[src/rtl/shck_pkg.sv]
// ----------------------------------------------------------------------------
// shck_pkg
// Shared types and constants of the spatial hash cell key generator: register
// indexes, reset values, key limits and the divider request/response beats.
// ----------------------------------------------------------------------------
package shck_pkg;

  // Fixed widths of the coordinate and register fields
  localparam int unsigned COORD_W = 32;
  localparam int unsigned CELL_W  = 31;
  localparam int unsigned TSIZE_W = 21;
  localparam int unsigned MULT_W  = 32;
  localparam int unsigned PRIM_W  = 16;
  localparam int unsigned KEY_W   = 20;
  localparam int unsigned CFG_IDX_W = 3;

  // Default span limit per axis, in cells
  localparam int unsigned SPAN_MAX_DEF = 4;

  // Key mask and bucket count limit
  localparam int unsigned KEY_BITS = 20;
  localparam logic [CELL_W-1:0] KEY_MASK = (KEY_BITS >= CELL_W) ? '1 :
                                           CELL_W'((64'd1 << KEY_BITS) - 64'd1);
  localparam logic [TSIZE_W-1:0] TABLE_LIMIT = TSIZE_W'(1048576);

  // Register reset values
  localparam logic [CELL_W-1:0]  CELL_RST  = CELL_W'(65536);
  localparam logic [TSIZE_W-1:0] TSIZE_RST = TSIZE_W'(1024);
  localparam logic [MULT_W-1:0]  MULT_X_RST = 32'd73856093;
  localparam logic [MULT_W-1:0]  MULT_Y_RST = 32'd19349663;
  localparam logic [MULT_W-1:0]  MULT_Z_RST = 32'd83492791;

  // Configuration register indexes
  typedef enum logic [CFG_IDX_W-1:0] {
    CFG_CELL_X = 3'd0,
    CFG_CELL_Y = 3'd1,
    CFG_CELL_Z = 3'd2,
    CFG_TSIZE  = 3'd3,
    CFG_MULT_X = 3'd4,
    CFG_MULT_Y = 3'd5,
    CFG_MULT_Z = 3'd6
  } cfg_idx_e;

  // Sequencer states, one-hot
  typedef enum logic [7:0] {
    S_IDLE    = 8'b0000_0001,
    S_DIVGO   = 8'b0000_0010,
    S_DIVWAIT = 8'b0000_0100,
    S_CHECK   = 8'b0000_1000,
    S_MUL     = 8'b0001_0000,
    S_MODGO   = 8'b0010_0000,
    S_MODWAIT = 8'b0100_0000,
    S_EMIT    = 8'b1000_0000
  } state_e;

  // Divider request and response
  typedef struct packed {
    logic              start;
    logic [COORD_W-1:0] dividend;
    logic [CELL_W-1:0]  divisor;
  } div_req_t;

  typedef struct packed {
    logic               done;
    logic [COORD_W-1:0] quot;
    logic [CELL_W-1:0]  rem;
  } div_rsp_t;

endpackage

[src/rtl/shck_div.sv]
// ----------------------------------------------------------------------------
// shck_div
// Restoring radix-2 unsigned divider: 32-bit dividend by a nonzero 31-bit
// divisor, one quotient bit per cycle. done pulses as the last bit is registered.
// ----------------------------------------------------------------------------
module shck_div (
  input  logic                clk_i,
  input  logic                rst_ni,
  input  shck_pkg::div_req_t  req_i,
  output shck_pkg::div_rsp_t  rsp_o
);

  localparam int unsigned CNT_W = $clog2(shck_pkg::COORD_W);

  logic                          run_q, run_d;
  logic                          done_q, done_d;
  logic [CNT_W-1:0]              cnt_q, cnt_d;
  logic [shck_pkg::COORD_W-1:0]  dq_q, dq_d;
  logic [shck_pkg::CELL_W-1:0]   rem_q, rem_d;
  logic [shck_pkg::CELL_W-1:0]   dvs_q, dvs_d;

  // one restoring step
  logic [shck_pkg::COORD_W-1:0]  trial;
  logic [shck_pkg::COORD_W-1:0]  diff;
  logic                          ge;

  assign trial = {rem_q, dq_q[shck_pkg::COORD_W-1]};
  assign ge    = trial >= {1'b0, dvs_q};
  assign diff  = trial - {1'b0, dvs_q};

  always_comb begin
    run_d  = run_q;
    done_d = 1'b0;
    cnt_d  = cnt_q;
    dq_d   = dq_q;
    rem_d  = rem_q;
    dvs_d  = dvs_q;
    if (req_i.start) begin
      run_d = 1'b1;
      cnt_d = '0;
      dq_d  = req_i.dividend;
      rem_d = '0;
      dvs_d = req_i.divisor;
    end else if (run_q) begin
      dq_d  = {dq_q[shck_pkg::COORD_W-2:0], ge};
      rem_d = ge ? diff[shck_pkg::CELL_W-1:0] : trial[shck_pkg::CELL_W-1:0];
      cnt_d = cnt_q + CNT_W'(1);
      if (cnt_q == CNT_W'(shck_pkg::COORD_W - 1)) begin
        run_d  = 1'b0;
        done_d = 1'b1;
      end
    end
  end

  // control
  always_ff @(posedge clk_i or negedge rst_ni) begin
    if (!rst_ni) begin
      run_q  <= 1'b0;
      done_q <= 1'b0;
      cnt_q  <= '0;
    end else begin
      run_q  <= run_d;
      done_q <= done_d;
      cnt_q  <= cnt_d;
    end
  end

  // datapath
  always_ff @(posedge clk_i) begin
    dq_q  <= dq_d;
    rem_q <= rem_d;
    dvs_q <= dvs_d;
  end

  assign rsp_o.done = done_q;
  assign rsp_o.quot = dq_q;
  assign rsp_o.rem  = rem_q;

endmodule

[src/rtl/spatial_hash_cell_keys.sv]
// Order of work: six floor divisions on the shared divider, a check state,
//   then per key three multiplies, a modulo on the same divider and one
//   output beat held by any output stall; an inverted axis ends the box at the check.
// One box at a time: in_stall_o stays high until the block is idle again.
// Reset: all control clears, the block is idle and registers take their defaults.
// ----------------------------------------------------------------------------
// spatial_hash_cell_keys
// Turns a Q16.16 bounding box into XOR-of-products hash keys, one per
// overlapped grid cell (at most SPAN_MAX per axis), walked x outermost and z innermost.
// ----------------------------------------------------------------------------
module spatial_hash_cell_keys #(
  parameter int unsigned SPAN_MAX = shck_pkg::SPAN_MAX_DEF
) (
  input  logic                              clk_i,
  input  logic                              rst_ni,
  // configuration writes
  input  logic                              cfg_valid_i,
  output logic                              cfg_ready_o,
  input  logic [shck_pkg::CFG_IDX_W-1:0]    cfg_index_i,
  input  logic [31:0]                       cfg_data_i,
  // box input
  input  logic                              in_valid_i,
  output logic                              in_stall_o,
  input  logic signed [shck_pkg::COORD_W-1:0] box_min_x_i,
  input  logic signed [shck_pkg::COORD_W-1:0] box_min_y_i,
  input  logic signed [shck_pkg::COORD_W-1:0] box_min_z_i,
  input  logic signed [shck_pkg::COORD_W-1:0] box_max_x_i,
  input  logic signed [shck_pkg::COORD_W-1:0] box_max_y_i,
  input  logic signed [shck_pkg::COORD_W-1:0] box_max_z_i,
  input  logic [shck_pkg::PRIM_W-1:0]       prim_id_i,
  // key output
  output logic                              out_valid_o,
  input  logic                              out_stall_i,
  output logic [shck_pkg::KEY_W-1:0]        bucket_key_o,
  output logic [shck_pkg::PRIM_W-1:0]       prim_tag_o,
  output logic                              last_key_o,
  output logic                              span_clamped_o
);

  localparam int unsigned OFF_W = (SPAN_MAX > 1) ? $clog2(SPAN_MAX) : 1;
  localparam int unsigned CW    = shck_pkg::COORD_W;

  // --------------------------------------------------------------------------
  // configuration registers
  logic [shck_pkg::CELL_W-1:0]  cell_q [3];
  logic [shck_pkg::TSIZE_W-1:0] tsize_q;
  logic [shck_pkg::MULT_W-1:0]  mult_q [3];

  assign cfg_ready_o = 1'b1;

  always_ff @(posedge clk_i or negedge rst_ni) begin
    if (!rst_ni) begin
      cell_q[0] <= shck_pkg::CELL_RST;
      cell_q[1] <= shck_pkg::CELL_RST;
      cell_q[2] <= shck_pkg::CELL_RST;
      tsize_q   <= shck_pkg::TSIZE_RST;
      mult_q[0] <= shck_pkg::MULT_X_RST;
      mult_q[1] <= shck_pkg::MULT_Y_RST;
      mult_q[2] <= shck_pkg::MULT_Z_RST;
    end else if (cfg_valid_i && cfg_ready_o) begin
      case (cfg_index_i)
        shck_pkg::CFG_CELL_X: cell_q[0] <= cfg_data_i[shck_pkg::CELL_W-1:0];
        shck_pkg::CFG_CELL_Y: cell_q[1] <= cfg_data_i[shck_pkg::CELL_W-1:0];
        shck_pkg::CFG_CELL_Z: cell_q[2] <= cfg_data_i[shck_pkg::CELL_W-1:0];
        shck_pkg::CFG_TSIZE:  tsize_q   <= cfg_data_i[shck_pkg::TSIZE_W-1:0];
        shck_pkg::CFG_MULT_X: mult_q[0] <= cfg_data_i;
        shck_pkg::CFG_MULT_Y: mult_q[1] <= cfg_data_i;
        shck_pkg::CFG_MULT_Z: mult_q[2] <= cfg_data_i;
        default: ;
      endcase
    end
  end

  // --------------------------------------------------------------------------
  // state
  shck_pkg::state_e state_q, state_d;
  logic [2:0]       ax_q, ax_d;     // division in flight: min x,y,z then max x,y,z
  logic [1:0]       m_q, m_d;       // axis of the product in flight
  logic             out_valid_q, out_valid_d;

  logic [CW-1:0]    box_q   [6];
  logic [shck_pkg::PRIM_W-1:0] prim_q;
  logic [CW-1:0]    start_q [3];
  logic [CW-1:0]    end_q   [3];
  logic [CW-1:0]    walk_q  [3];
  logic [OFF_W-1:0] off_q   [3];
  logic [OFF_W-1:0] eoff_q  [3];
  logic             clamp_q;
  logic [CW-1:0]    hash_q;

  logic [shck_pkg::KEY_W-1:0]  bucket_key_q;
  logic [shck_pkg::PRIM_W-1:0] prim_tag_q;
  logic                        last_key_q;
  logic                        span_clamped_q;

  logic in_acc, out_acc;
  assign in_acc  = in_valid_i && !in_stall_o;
  assign out_acc = out_valid_q && !out_stall_i;
  assign in_stall_o = (state_q != shck_pkg::S_IDLE);

  // --------------------------------------------------------------------------
  // shared divider and its operand selection
  shck_pkg::div_req_t div_req;
  shck_pkg::div_rsp_t div_rsp;

  logic [1:0]                  ax_axis;
  logic [CW-1:0]               coord;
  logic                        coord_neg;
  logic [CW-1:0]               coord_mag;
  logic [shck_pkg::CELL_W-1:0] cell_div;
  logic [shck_pkg::CELL_W-1:0] mod_div;
  logic [CW-1:0]               floor_q;

  assign ax_axis   = (ax_q >= 3'd3) ? 2'(ax_q - 3'd3) : ax_q[1:0];
  assign coord     = box_q[ax_q];
  assign coord_neg = coord[CW-1];
  assign coord_mag = coord_neg ? (~coord + CW'(1)) : coord;
  assign cell_div  = (cell_q[ax_axis] == '0) ? shck_pkg::CELL_W'(1) : cell_q[ax_axis];

  // bucket count clamped to 1..TABLE_LIMIT
  always_comb begin
    if (tsize_q == '0) begin
      mod_div = shck_pkg::CELL_W'(1);
    end else if (tsize_q > shck_pkg::TABLE_LIMIT) begin
      mod_div = shck_pkg::CELL_W'(shck_pkg::TABLE_LIMIT);
    end else begin
      mod_div = shck_pkg::CELL_W'(tsize_q);
    end
  end

  always_comb begin
    div_req.start    = (state_q == shck_pkg::S_DIVGO) || (state_q == shck_pkg::S_MODGO);
    div_req.dividend = (state_q == shck_pkg::S_MODGO) ? hash_q : coord_mag;
    div_req.divisor  = (state_q == shck_pkg::S_MODGO) ? mod_div : cell_div;
  end

  shck_div u_div (
    .clk_i  (clk_i),
    .rst_ni (rst_ni),
    .req_i  (div_req),
    .rsp_o  (div_rsp)
  );

  // floor rounding for a negative dividend: -q, or -q-1 when inexact
  always_comb begin
    if (!coord_neg) begin
      floor_q = div_rsp.quot;
    end else if (div_rsp.rem != '0) begin
      floor_q = ~div_rsp.quot;
    end else begin
      floor_q = ~div_rsp.quot + CW'(1);
    end
  end

  // --------------------------------------------------------------------------
  // span check: empty axis, clamp and end offset per axis
  logic [CW:0]      span_diff [3];
  logic [2:0]       span_neg;
  logic [2:0]       span_cut;
  logic [OFF_W-1:0] span_eoff [3];

  always_comb begin
    for (int a = 0; a < 3; a++) begin
      span_diff[a] = {end_q[a][CW-1], end_q[a]} - {start_q[a][CW-1], start_q[a]};
      span_neg[a]  = span_diff[a][CW];
      span_cut[a]  = !span_diff[a][CW] && (span_diff[a] >= (CW+1)'(SPAN_MAX));
      span_eoff[a] = span_cut[a] ? OFF_W'(SPAN_MAX - 1) : span_diff[a][OFF_W-1:0];
    end
  end

  // --------------------------------------------------------------------------
  // shared multiplier: one index product per cycle, folded into the hash
  logic [CW-1:0] prod;
  assign prod = walk_q[m_q] * mult_q[m_q];

  // --------------------------------------------------------------------------
  // cell walk: z steps first, carrying into y then x
  logic [CW-1:0]    walk_adv [3];
  logic [OFF_W-1:0] off_adv  [3];
  logic             at_last;

  always_comb begin
    logic carry;
    carry    = 1'b1;
    walk_adv = walk_q;
    off_adv  = off_q;
    for (int a = 2; a >= 0; a--) begin
      if (carry) begin
        if (off_q[a] == eoff_q[a]) begin
          off_adv[a]  = '0;
          walk_adv[a] = start_q[a];
        end else begin
          off_adv[a]  = off_q[a] + OFF_W'(1);
          walk_adv[a] = walk_q[a] + CW'(1);
          carry       = 1'b0;
        end
      end
    end
  end

  assign at_last = (off_q[0] == eoff_q[0]) && (off_q[1] == eoff_q[1]) &&
                   (off_q[2] == eoff_q[2]);

  // --------------------------------------------------------------------------
  // sequencer
  always_comb begin
    state_d     = state_q;
    ax_d        = ax_q;
    m_d         = m_q;
    out_valid_d = out_valid_q;
    case (state_q)
      shck_pkg::S_IDLE: begin
        if (in_acc) begin
          ax_d    = '0;
          state_d = shck_pkg::S_DIVGO;
        end
      end
      shck_pkg::S_DIVGO: begin
        state_d = shck_pkg::S_DIVWAIT;
      end
      shck_pkg::S_DIVWAIT: begin
        if (div_rsp.done) begin
          if (ax_q == 3'd5) begin
            state_d = shck_pkg::S_CHECK;
          end else begin
            ax_d    = ax_q + 3'd1;
            state_d = shck_pkg::S_DIVGO;
          end
        end
      end
      shck_pkg::S_CHECK: begin
        m_d     = '0;
        state_d = (span_neg != '0) ? shck_pkg::S_IDLE : shck_pkg::S_MUL;
      end
      shck_pkg::S_MUL: begin
        if (m_q == 2'd2) begin
          state_d = shck_pkg::S_MODGO;
        end else begin
          m_d = m_q + 2'd1;
        end
      end
      shck_pkg::S_MODGO: begin
        state_d = shck_pkg::S_MODWAIT;
      end
      shck_pkg::S_MODWAIT: begin
        if (div_rsp.done) begin
          out_valid_d = 1'b1;
          state_d     = shck_pkg::S_EMIT;
        end
      end
      shck_pkg::S_EMIT: begin
        if (out_acc) begin
          out_valid_d = 1'b0;
          m_d         = '0;
          state_d     = last_key_q ? shck_pkg::S_IDLE : shck_pkg::S_MUL;
        end
      end
      default: begin
        state_d     = shck_pkg::S_IDLE;
        out_valid_d = 1'b0;
      end
    endcase
  end

  always_ff @(posedge clk_i or negedge rst_ni) begin
    if (!rst_ni) begin
      state_q     <= shck_pkg::S_IDLE;
      ax_q        <= '0;
      m_q         <= '0;
      out_valid_q <= 1'b0;
    end else begin
      state_q     <= state_d;
      ax_q        <= ax_d;
      m_q         <= m_d;
      out_valid_q <= out_valid_d;
    end
  end

  // --------------------------------------------------------------------------
  // datapath registers
  always_ff @(posedge clk_i) begin
    // capture the box
    if (in_acc) begin
      box_q[0] <= box_min_x_i;
      box_q[1] <= box_min_y_i;
      box_q[2] <= box_min_z_i;
      box_q[3] <= box_max_x_i;
      box_q[4] <= box_max_y_i;
      box_q[5] <= box_max_z_i;
      prim_q   <= prim_id_i;
    end
    // cell indices from the divider
    if (state_q == shck_pkg::S_DIVWAIT && div_rsp.done) begin
      if (ax_q >= 3'd3) begin
        end_q[ax_axis] <= floor_q;
      end else begin
        start_q[ax_axis] <= floor_q;
      end
    end
    // set up the walk
    if (state_q == shck_pkg::S_CHECK) begin
      walk_q  <= start_q;
      clamp_q <= (span_cut != '0);
      hash_q  <= '0;
      for (int a = 0; a < 3; a++) begin
        off_q[a]  <= '0;
        eoff_q[a] <= span_eoff[a];
      end
    end
    // fold one product into the hash
    if (state_q == shck_pkg::S_MUL) begin
      hash_q <= hash_q ^ prod;
    end
    // remainder becomes the key
    if (state_q == shck_pkg::S_MODWAIT && div_rsp.done) begin
      bucket_key_q   <= shck_pkg::KEY_W'(div_rsp.rem & shck_pkg::KEY_MASK);
      prim_tag_q     <= prim_q;
      last_key_q     <= at_last;
      span_clamped_q <= clamp_q;
    end
    // next cell once the beat is taken
    if (state_q == shck_pkg::S_EMIT && out_acc) begin
      walk_q <= walk_adv;
      off_q  <= off_adv;
      hash_q <= '0;
    end
  end

  assign out_valid_o    = out_valid_q;
  assign bucket_key_o   = bucket_key_q;
  assign prim_tag_o     = prim_tag_q;
  assign last_key_o     = last_key_q;
  assign span_clamped_o = span_clamped_q;

endmodule

[config.mk]
export PLATFORM = sky130hd
export DESIGN_NAME = spatial_hash_cell_keys
export DESIGN_NICKNAME = d
export VERILOG_FILES = /design/src/rtl/shck_pkg.sv /design/src/rtl/shck_div.sv /design/src/rtl/spatial_hash_cell_keys.sv
export SDC_FILE = /design/constraint.sdc
export NUM_CORES = 2
export LEC_CHECK = 0
export BUFFER_PORTS_ARGS = -buffer_cell sky130_fd_sc_hd__buf_4
export CAP_MARGIN = 20
export CORE_MARGIN = 2
export CORE_UTILIZATION = 60
export DETAILED_ROUTE_END_ITERATION = 16
export PLACE_DENSITY_LB_ADDON = 0.15
export SLEW_MARGIN = 10
export SYNTH_ARGS = -nofsm -noshare
export SYNTH_HDL_FRONTEND = slang
export SYNTH_SLANG_ARGS = --single-unit
[constraint.sdc]
create_clock -name clk_i -period 13.1 [get_ports clk_i]
set_clock_uncertainty 0.05 [all_clocks]
set_input_delay 2.62 -clock clk_i [delete_from_list [all_inputs] [get_ports clk_i]]
set_output_delay 2.62 -clock clk_i [all_outputs]
set_load 0.03 [all_outputs]
=== Word level (Yosys, flattened, before mapping) ===
Memories as Yosys holds them, arrays and structs flattened.
Index checks and enable logic that the tools add are counted.

* Flip-flop bits (word level): 610
* Bits in writable memories: 294
* Output and inout bits: 41
* Memories: 3

* Add/sub/neg operators: 16
* Multiply operators: 1
* $lt $le $gt $ge: 9
* Equal/unequal tests: 30
* Multiplexer cells: 80
* Bitwise operators: 7
* Reductions and logical operators: 43

{| class="wikitable"
|+ Memory list
! name !! words !! bits a word !! rd ports !! clocked after Yosys merged registers in !! write ports !! line !! text
|-
| box_q || 6 || 32 || 1 || 0 || 6 || spatial_hash_cell_keys.sv:81 || <nowiki>logic [CW-1:0] box_q [6];</nowiki>
|-
| end_q || 3 || 32 || 3 || 0 || 1 || spatial_hash_cell_keys.sv:84 || <nowiki>logic [CW-1:0] end_q [3];</nowiki>
|-
| eoff_q || 3 || 2 || 3 || 0 || 3 || spatial_hash_cell_keys.sv:87 || <nowiki>logic [OFF_W-1:0] eoff_q [3];</nowiki>
|}

{| class="wikitable"
|+ Operators by type and width
! cell !! count
|-
| 2-to-1 mux 32 bit || 18
|-
| 2-to-1 mux 96 bit || 2
|-
| adder 32 x 1 -> 32 bit (second input constant) || 5
|-
| 2-to-1 mux 31 bit || 5
|-
| binary-select mux 32 bit (select 2 bit) || 2
|-
| greater-or-equal comparator 33 x 3 -> 1 bit (second input constant) || 3
|-
| subtractor 32 x 32 -> 33 bit || 3
|-
| bitwise mux 96 bit || 1
|-
| demux 32 bit (select 2 bit) || 1
|-
| inverter 32 bit || 2
|-
| case mux 8 bit (8 select lines) || 1
|-
| binary-select mux 31 bit (select 2 bit) || 1
|-
| 2-to-1 mux 21 bit || 2
|-
| 2-to-1 mux 8 bit || 5
|-
| greater-or-equal comparator 32 x 31 -> 1 bit || 1
|-
| multiplier 32 x 32 -> 32 bit || 1
|-
| XOR 32 bit || 1
|-
| logical NOT 31 bit || 1
|-
| nonzero test 31 bit || 1
|-
| subtractor 31 bit || 1
|-
| 2-to-1 mux 2 bit || 11
|-
| greater-than comparator 21 bit (second input constant) || 1
|-
| logical NOT 21 bit || 1
|-
| 2-to-1 mux 5 bit || 4
|-
| 44 further kinds || 112
|}

=== Logic depth before layout (Yosys ltp) ===
* Word-level depth: 9
* Depth in mapped cells: 38
* Depth with buffers taken out: 32

=== Hierarchy ===
Synthesis repeated with hierarchy kept, for this count alone.

* Cell total of the unflattened synthesis: 5722
* Area total of the unflattened synthesis: 61465.2 µm²

{| class="wikitable"
|+ Modules (own cells, without submodules)
! module !! times used !! cells each !! area an instance (µm²) !! seq. area each (µm²)
|-
| spatial_hash_cell_keys || 1 || 5187 || 55714.7 || 22738.1
|-
| shck_div || 1 || 535 || 5750.5 || 2687.6
|}

=== Least setup slack after synthesis ===
Ideal clock, no wire load.

* Path kind: input to register
* Start: input in_valid_i
* End: memory box_q[0][0] (netlist name) (enable)
* Library setup time: 779 ps
* Arrival time: 11201 ps
* Data required time: 12271 ps
* Path slack: 1070 ps
* Stages on the path: 2
* Path buffers: 0
* Path through: inv_1 -> nor2_1

{| class="wikitable"
|+ RTL lines
! what !! line !! text
|-
| start, declared || spatial_hash_cell_keys.sv:22 || <nowiki>input logic in_valid_i,</nowiki>
|-
| end, declared || spatial_hash_cell_keys.sv:81 ||
|}

=== Worst setup path in the final report ===
* Start: register m_q[1]
* End: register hash_q[23]

* Word-level cells in the longest chain between the ends: 7
* Elaborated cells on any way between the ends: 10
* Classes of those cells: 1 x mul; 7 x mux; 2 x bitwise

{| class="wikitable"
|+ Ends and longest elaborated chain
! what !! line !! text
|-
| start, declared || spatial_hash_cell_keys.sv:78 || <nowiki>logic [1:0] m_q, m_d;</nowiki>
|-
| start signal, assigned || spatial_hash_cell_keys.sv:274 || <nowiki>m_q <= m_d;</nowiki>
|-
| inverter 2 -> 3 bit (not written as such) (*) || spatial_hash_cell_keys.sv:174 || <nowiki>assign prod = walk_q[m_q] * mult_q[m_q];</nowiki>
|-
| binary-select mux 32 bit (select 2 bit) || spatial_hash_cell_keys.sv:174 ||
|-
| 2-to-1 mux 32 bit (not written as such) (2 in series) || spatial_hash_cell_keys.sv:174 ||
|-
| multiplier 32 x 32 -> 32 bit (*) || spatial_hash_cell_keys.sv:174 ||
|-
| XOR 32 bit (*) || spatial_hash_cell_keys.sv:312 || <nowiki>hash_q <= hash_q ^ prod;</nowiki>
|-
| 2-to-1 mux 32 bit (*) || spatial_hash_cell_keys.sv:311 || <nowiki>if (state_q == shck_pkg::S_MUL) begin</nowiki>
|-
| end signal, assigned || spatial_hash_cell_keys.sv:312 ||
|-
| end, declared || spatial_hash_cell_keys.sv:89 || <nowiki>logic [CW-1:0] hash_q;</nowiki>
|}

Mark *: on every way between the ends. The rest lies on a longest branch, timed or not. The select of a mux whose other input is x is not followed.
A chain may end at the register's enable or synchronous reset.

==> results.yml <==
status:
  outcome: "finished, final reports clean"
finish:
  drive_gt1_share_pct: 15.1
  area_delta_synth_final_pct: 11.2
  stdcell_area_sq_mm: 0.0680
  fin_nets: 6941
pwr:
  ir_drop_uv: 186
  p_leak_nw: 28.2
  p_per_area_mw_per_mm2: 136
sta:
  max_freq_ghz: 0.101
  drv_slew: 0
  rsz0062_at_grt: "false"
  fin_crit_ns: 9.93
  period_share_pct: 75.8
  fin_tns_setup_ns: 0
  setup_viol: 0
  finalHoldViolations: 0
  worstMarginPinSlew_ns: 1.18
  setup_ws_ns: 3.17
  maxSlewHeadroom_pct: 21.3
yosys:
  syn-cell-area_sq_mm: 0.0611
  async_reset_ff_share_pct: 25.6
  synth_area_per_cell_sq_um: 10.6
  ys_ff_latch: 904
  yosysSeqAreaShare_pct: 41.6
  syn_inst: 5755
  synth_fp_nets: 6676
  synth_ff_type: "edfxtp_1"
  ys_types: 95
  synth_edf_count: 610
  synth-warning-count: 0
cts:
  post_cts_buffers: 0
  htreeDepth: 3
  cts.repair.resized: 0
  cts_hold_buffers: 0
  clk_latency_ns: 0.71
  clkTransAtPathRegs_ns: 0.06
  numCtsBuffers: 94
  cts_buffer_depth: 3
  cts_tree: "yes"
  cts_sinks: 904
  cts-root-buf: "clkbuf_16"
detailed_routing:
  first_iter_violations: 4576
  vias: 45100
  wire_per_inst_microns: 23.0
  drtPass1Iterations: 10
  wl_mm: 172
  ant_nets: 0
  remaining_drc_errors: 0
  vias_per_cell: 6.04
setup_path:
  critPathMaxFanout: 36
  crit_path_start_kind: "flip-flop"
  worstPathRequired_ns: 13.63
  path_common_cell: "fa_1"
  slowest_stage: "dfrtp_4"
  crit_type: "flip-flop to flip-flop"
  timing.rr.end: "hash_q[23]$_SDFFE_PP0P_"
  crit_arrival_ns: 10.47
  reg2regPathDepth: 31
  max_stage_delay_ns: 0.79
  worstSetupEndpointType: "flip-flop"
  reg2reg_from: "m_q[1]$_DFFE_PN0P_"
  r2r_slack_ns: 3.17
job:
  drv_cap: 0
global_routing:
  grt_use_total_pct: 33.3
  grt_max_degree: 193
  antenna_found_initial: 7
  grt_pass1_vias: 44200
  gr-total-overflow: 0
  grt_pass1_wl_mm: 263
die:
  die_h_microns: 323
  fp.dieW_microns: 323
  initial_utilization_pct: 60.3
  core_area_sq_mm: 0.101
  io_pins: 289
  rows: 117
  fp.dieArea_sq_mm: 0.104
place:
  place_ws_ns: 3.27
  place_area_sq_mm: 0.0649
  hpwl_mm: 130
  io_buffers: 287
  place_congestion: 0.967
worst_hold_path:
  worstHoldEndpoint: "prim_tag_o[6]$_DFFE_PP_"
  hold_path_class: "flip-flop to flip-flop"
  min_path_cells: 0
  min_from: "prim_q[6]$_DFFE_PP_"
[cells by family (layout without fill, tap and decap cells)]
| kind of cell | count (synthesis) | in the layout | synth area share, % |
|---|---|---|---|
| buf+inv | 849 | 1188 | 5.50 |
| flops | 904 | 904 | 41.6 |
| compound gates | 994 | 994 | 10.3 |
| fa+ha+maj | 674 | 674 | 18.8 |
| other cells | 1 | 3 | 0.00613 |
| xor+xnor | 295 | 295 | 4.29 |
| simple gates | 1658 | 1658 | 12.2 |
| mux | 380 | 380 | 7.35 |
[per-stage QoR]
| step | utilization, % | instances | power [mW] | hold WS [ns] |
|---|---|---|---|---|
| 2_1_floorplan | - | 5755 | 5.78 | 0.350 |
| 3_3_place_gp | 64.0 | 7283 | 6.57 | 0.351 |
| 3_5_place_dp | 64.0 | 7285 | 6.63 | 0.355 |
| 4_1_cts | 66.9 | 7455 | 9.23 | 0.328 |
| 5_1_grt | 67.0 | 7464 | 9.65 | 0.344 |
| 6_report | 67.0 | 7464 | 9.24 | 0.333 |
[worst max-delay path by stage]
stage,from,to,slack (ns),cells after the start
3_3_place_gp,m_q[1]$_DFFE_PN0P_,hash_q[23]$_SDFFE_PP0P_,3.37,31
2_1_floorplan,in_valid_i,box_q[0][0]$_DFFE_PP_,1.07,2
4_1_cts,m_q[1]$_DFFE_PN0P_,hash_q[31]$_SDFFE_PP0P_,3.27,31
3_5_place_dp,m_q[1]$_DFFE_PN0P_,hash_q[31]$_SDFFE_PP0P_,3.27,31
6_report,m_q[1]$_DFFE_PN0P_,hash_q[23]$_SDFFE_PP0P_,3.17,31
5_1_grt,m_q[0]$_DFFE_PN0P_,hash_q[23]$_SDFFE_PP0P_,2.69,30
[worst max-delay path, delay by kind of cell (launching register included)]
kind | cells | cell delay (ns)
AO/OA/AOI/OAI | 7 | 2.01
multiplexers | 1 | 0.25
flip-flops | 1 | 0.79
AND/OR/NAND/NOR | 6 | 0.89
buffers and inverters | 8 | 1.31
adder cells (fa/ha/maj) | 9 | 4.50
[cell usage after synthesis, types with 42 or more instances]
library cell  number  area share [%]
dfrtp_1          178             7.3
and3_1            42            0.43
o21ai_0          226             1.9
edfxtp_1         610              30
nand2b_1          44            0.45
a21o_1            73            0.90
nand4_1           46            0.47
dfxtp_1           63             2.1
clkbuf_1         141            0.87
mux2i_1          116             1.9
a21oi_1          343             2.8
nor3_1            74            0.61
nand3_1           81            0.66
fa_1             412              13
nor2_1           655             4.0
inv_1            635             3.9
nand2_1          504             3.1
dfstp_2           53             2.3
xnor2_1          180             2.6
xor2_1           112             1.6
ha_1             261             5.3
mux2_2           232             4.3
[report_power, final]
group          switching [mW]  total (mW)  internal (mW)
clock network            1.15        2.61           1.46
registers               0.314        4.12           3.81
logic                    1.54        2.51          0.969
total                    3.00        9.24           6.24
[layer usage]
layer | global-route usage (%) | up-vias | routed length (microns)
li1 | - | 20400 | -
met1 | 46.0 | 22300 | 69600
met2 | 51.3 | 2045 | 77300
met3 | 8.26 | 363 | 17800
met4 | 12.6 | 6 | 7260
met5 | 0 | - | 35
[placed cells by master, fill, tap and decap left out, types with 30 or more instances in the layout]
| cell type | Yosys | routed |
|---|---|---|
| buf_4 | 17 | 375 |
| ha_1 | 261 | 261 |
| edfxtp_1 | 610 | 610 |
| a211oi_1 | 30 | 30 |
| a222oi_1 | 31 | 31 |
| nand4_1 | 46 | 46 |
| a21oi_1 | 343 | 335 |
| mux2_2 | 232 | 232 |
| nand2b_1 | 44 | 44 |
| xor2_1 | 112 | 112 |
| dfstp_2 | 53 | 53 |
| dfrtp_1 | 178 | 173 |
| mux2i_1 | 116 | 115 |
| nor2_1 | 655 | 650 |
| a21o_1 | 73 | 73 |
| clkbuf_16 | 0 | 95 |
| nand2_1 | 504 | 500 |
| dfxtp_1 | 63 | 63 |
| clkbuf_1 | 141 | 34 |
| inv_1 | 635 | 634 |
| nor3_1 | 74 | 68 |
| o21ai_0 | 226 | 226 |
| mux4_2 | 32 | 32 |
| or3_1 | 31 | 31 |
| fa_1 | 412 | 412 |
| and3_1 | 42 | 42 |
| and2_1 | 34 | 34 |
| nand3_1 | 81 | 81 |
| xnor2_1 | 180 | 179 |
[sequential cells by signal, summed over array words and instances, names as in the netlist, 3 cells and up]
register / flops
box_q: 192
end_q: 96
mult_q: 96
start_q: 96
walk_q: 96
cell_q: 93
hash_q: 32
u_div.dq_q: 32
u_div.dvs_q: 31
u_div.rem_q: 31
tsize_q: 21
bucket_key_o: 20
prim_q: 16
prim_tag_o: 16
state_q: 8
eoff_q: 6
off_q: 6
u_div.cnt_q: 5
ax_q: 3
[cell type report]
type / instances / area [sq um]
fill: 7849 / 33500
multi-input combinational: 4002 / 32500
sequential: 904 / 25400
timing repair buffer: 383 / 2950
clock buffer: 139 / 2630
inverter: 635 / 2380
tap: 1368 / 1710
clock inverter: 31 / 334
antenna: 2 / 5.00
No activity file was read; power rests on OpenSTA's default activity.
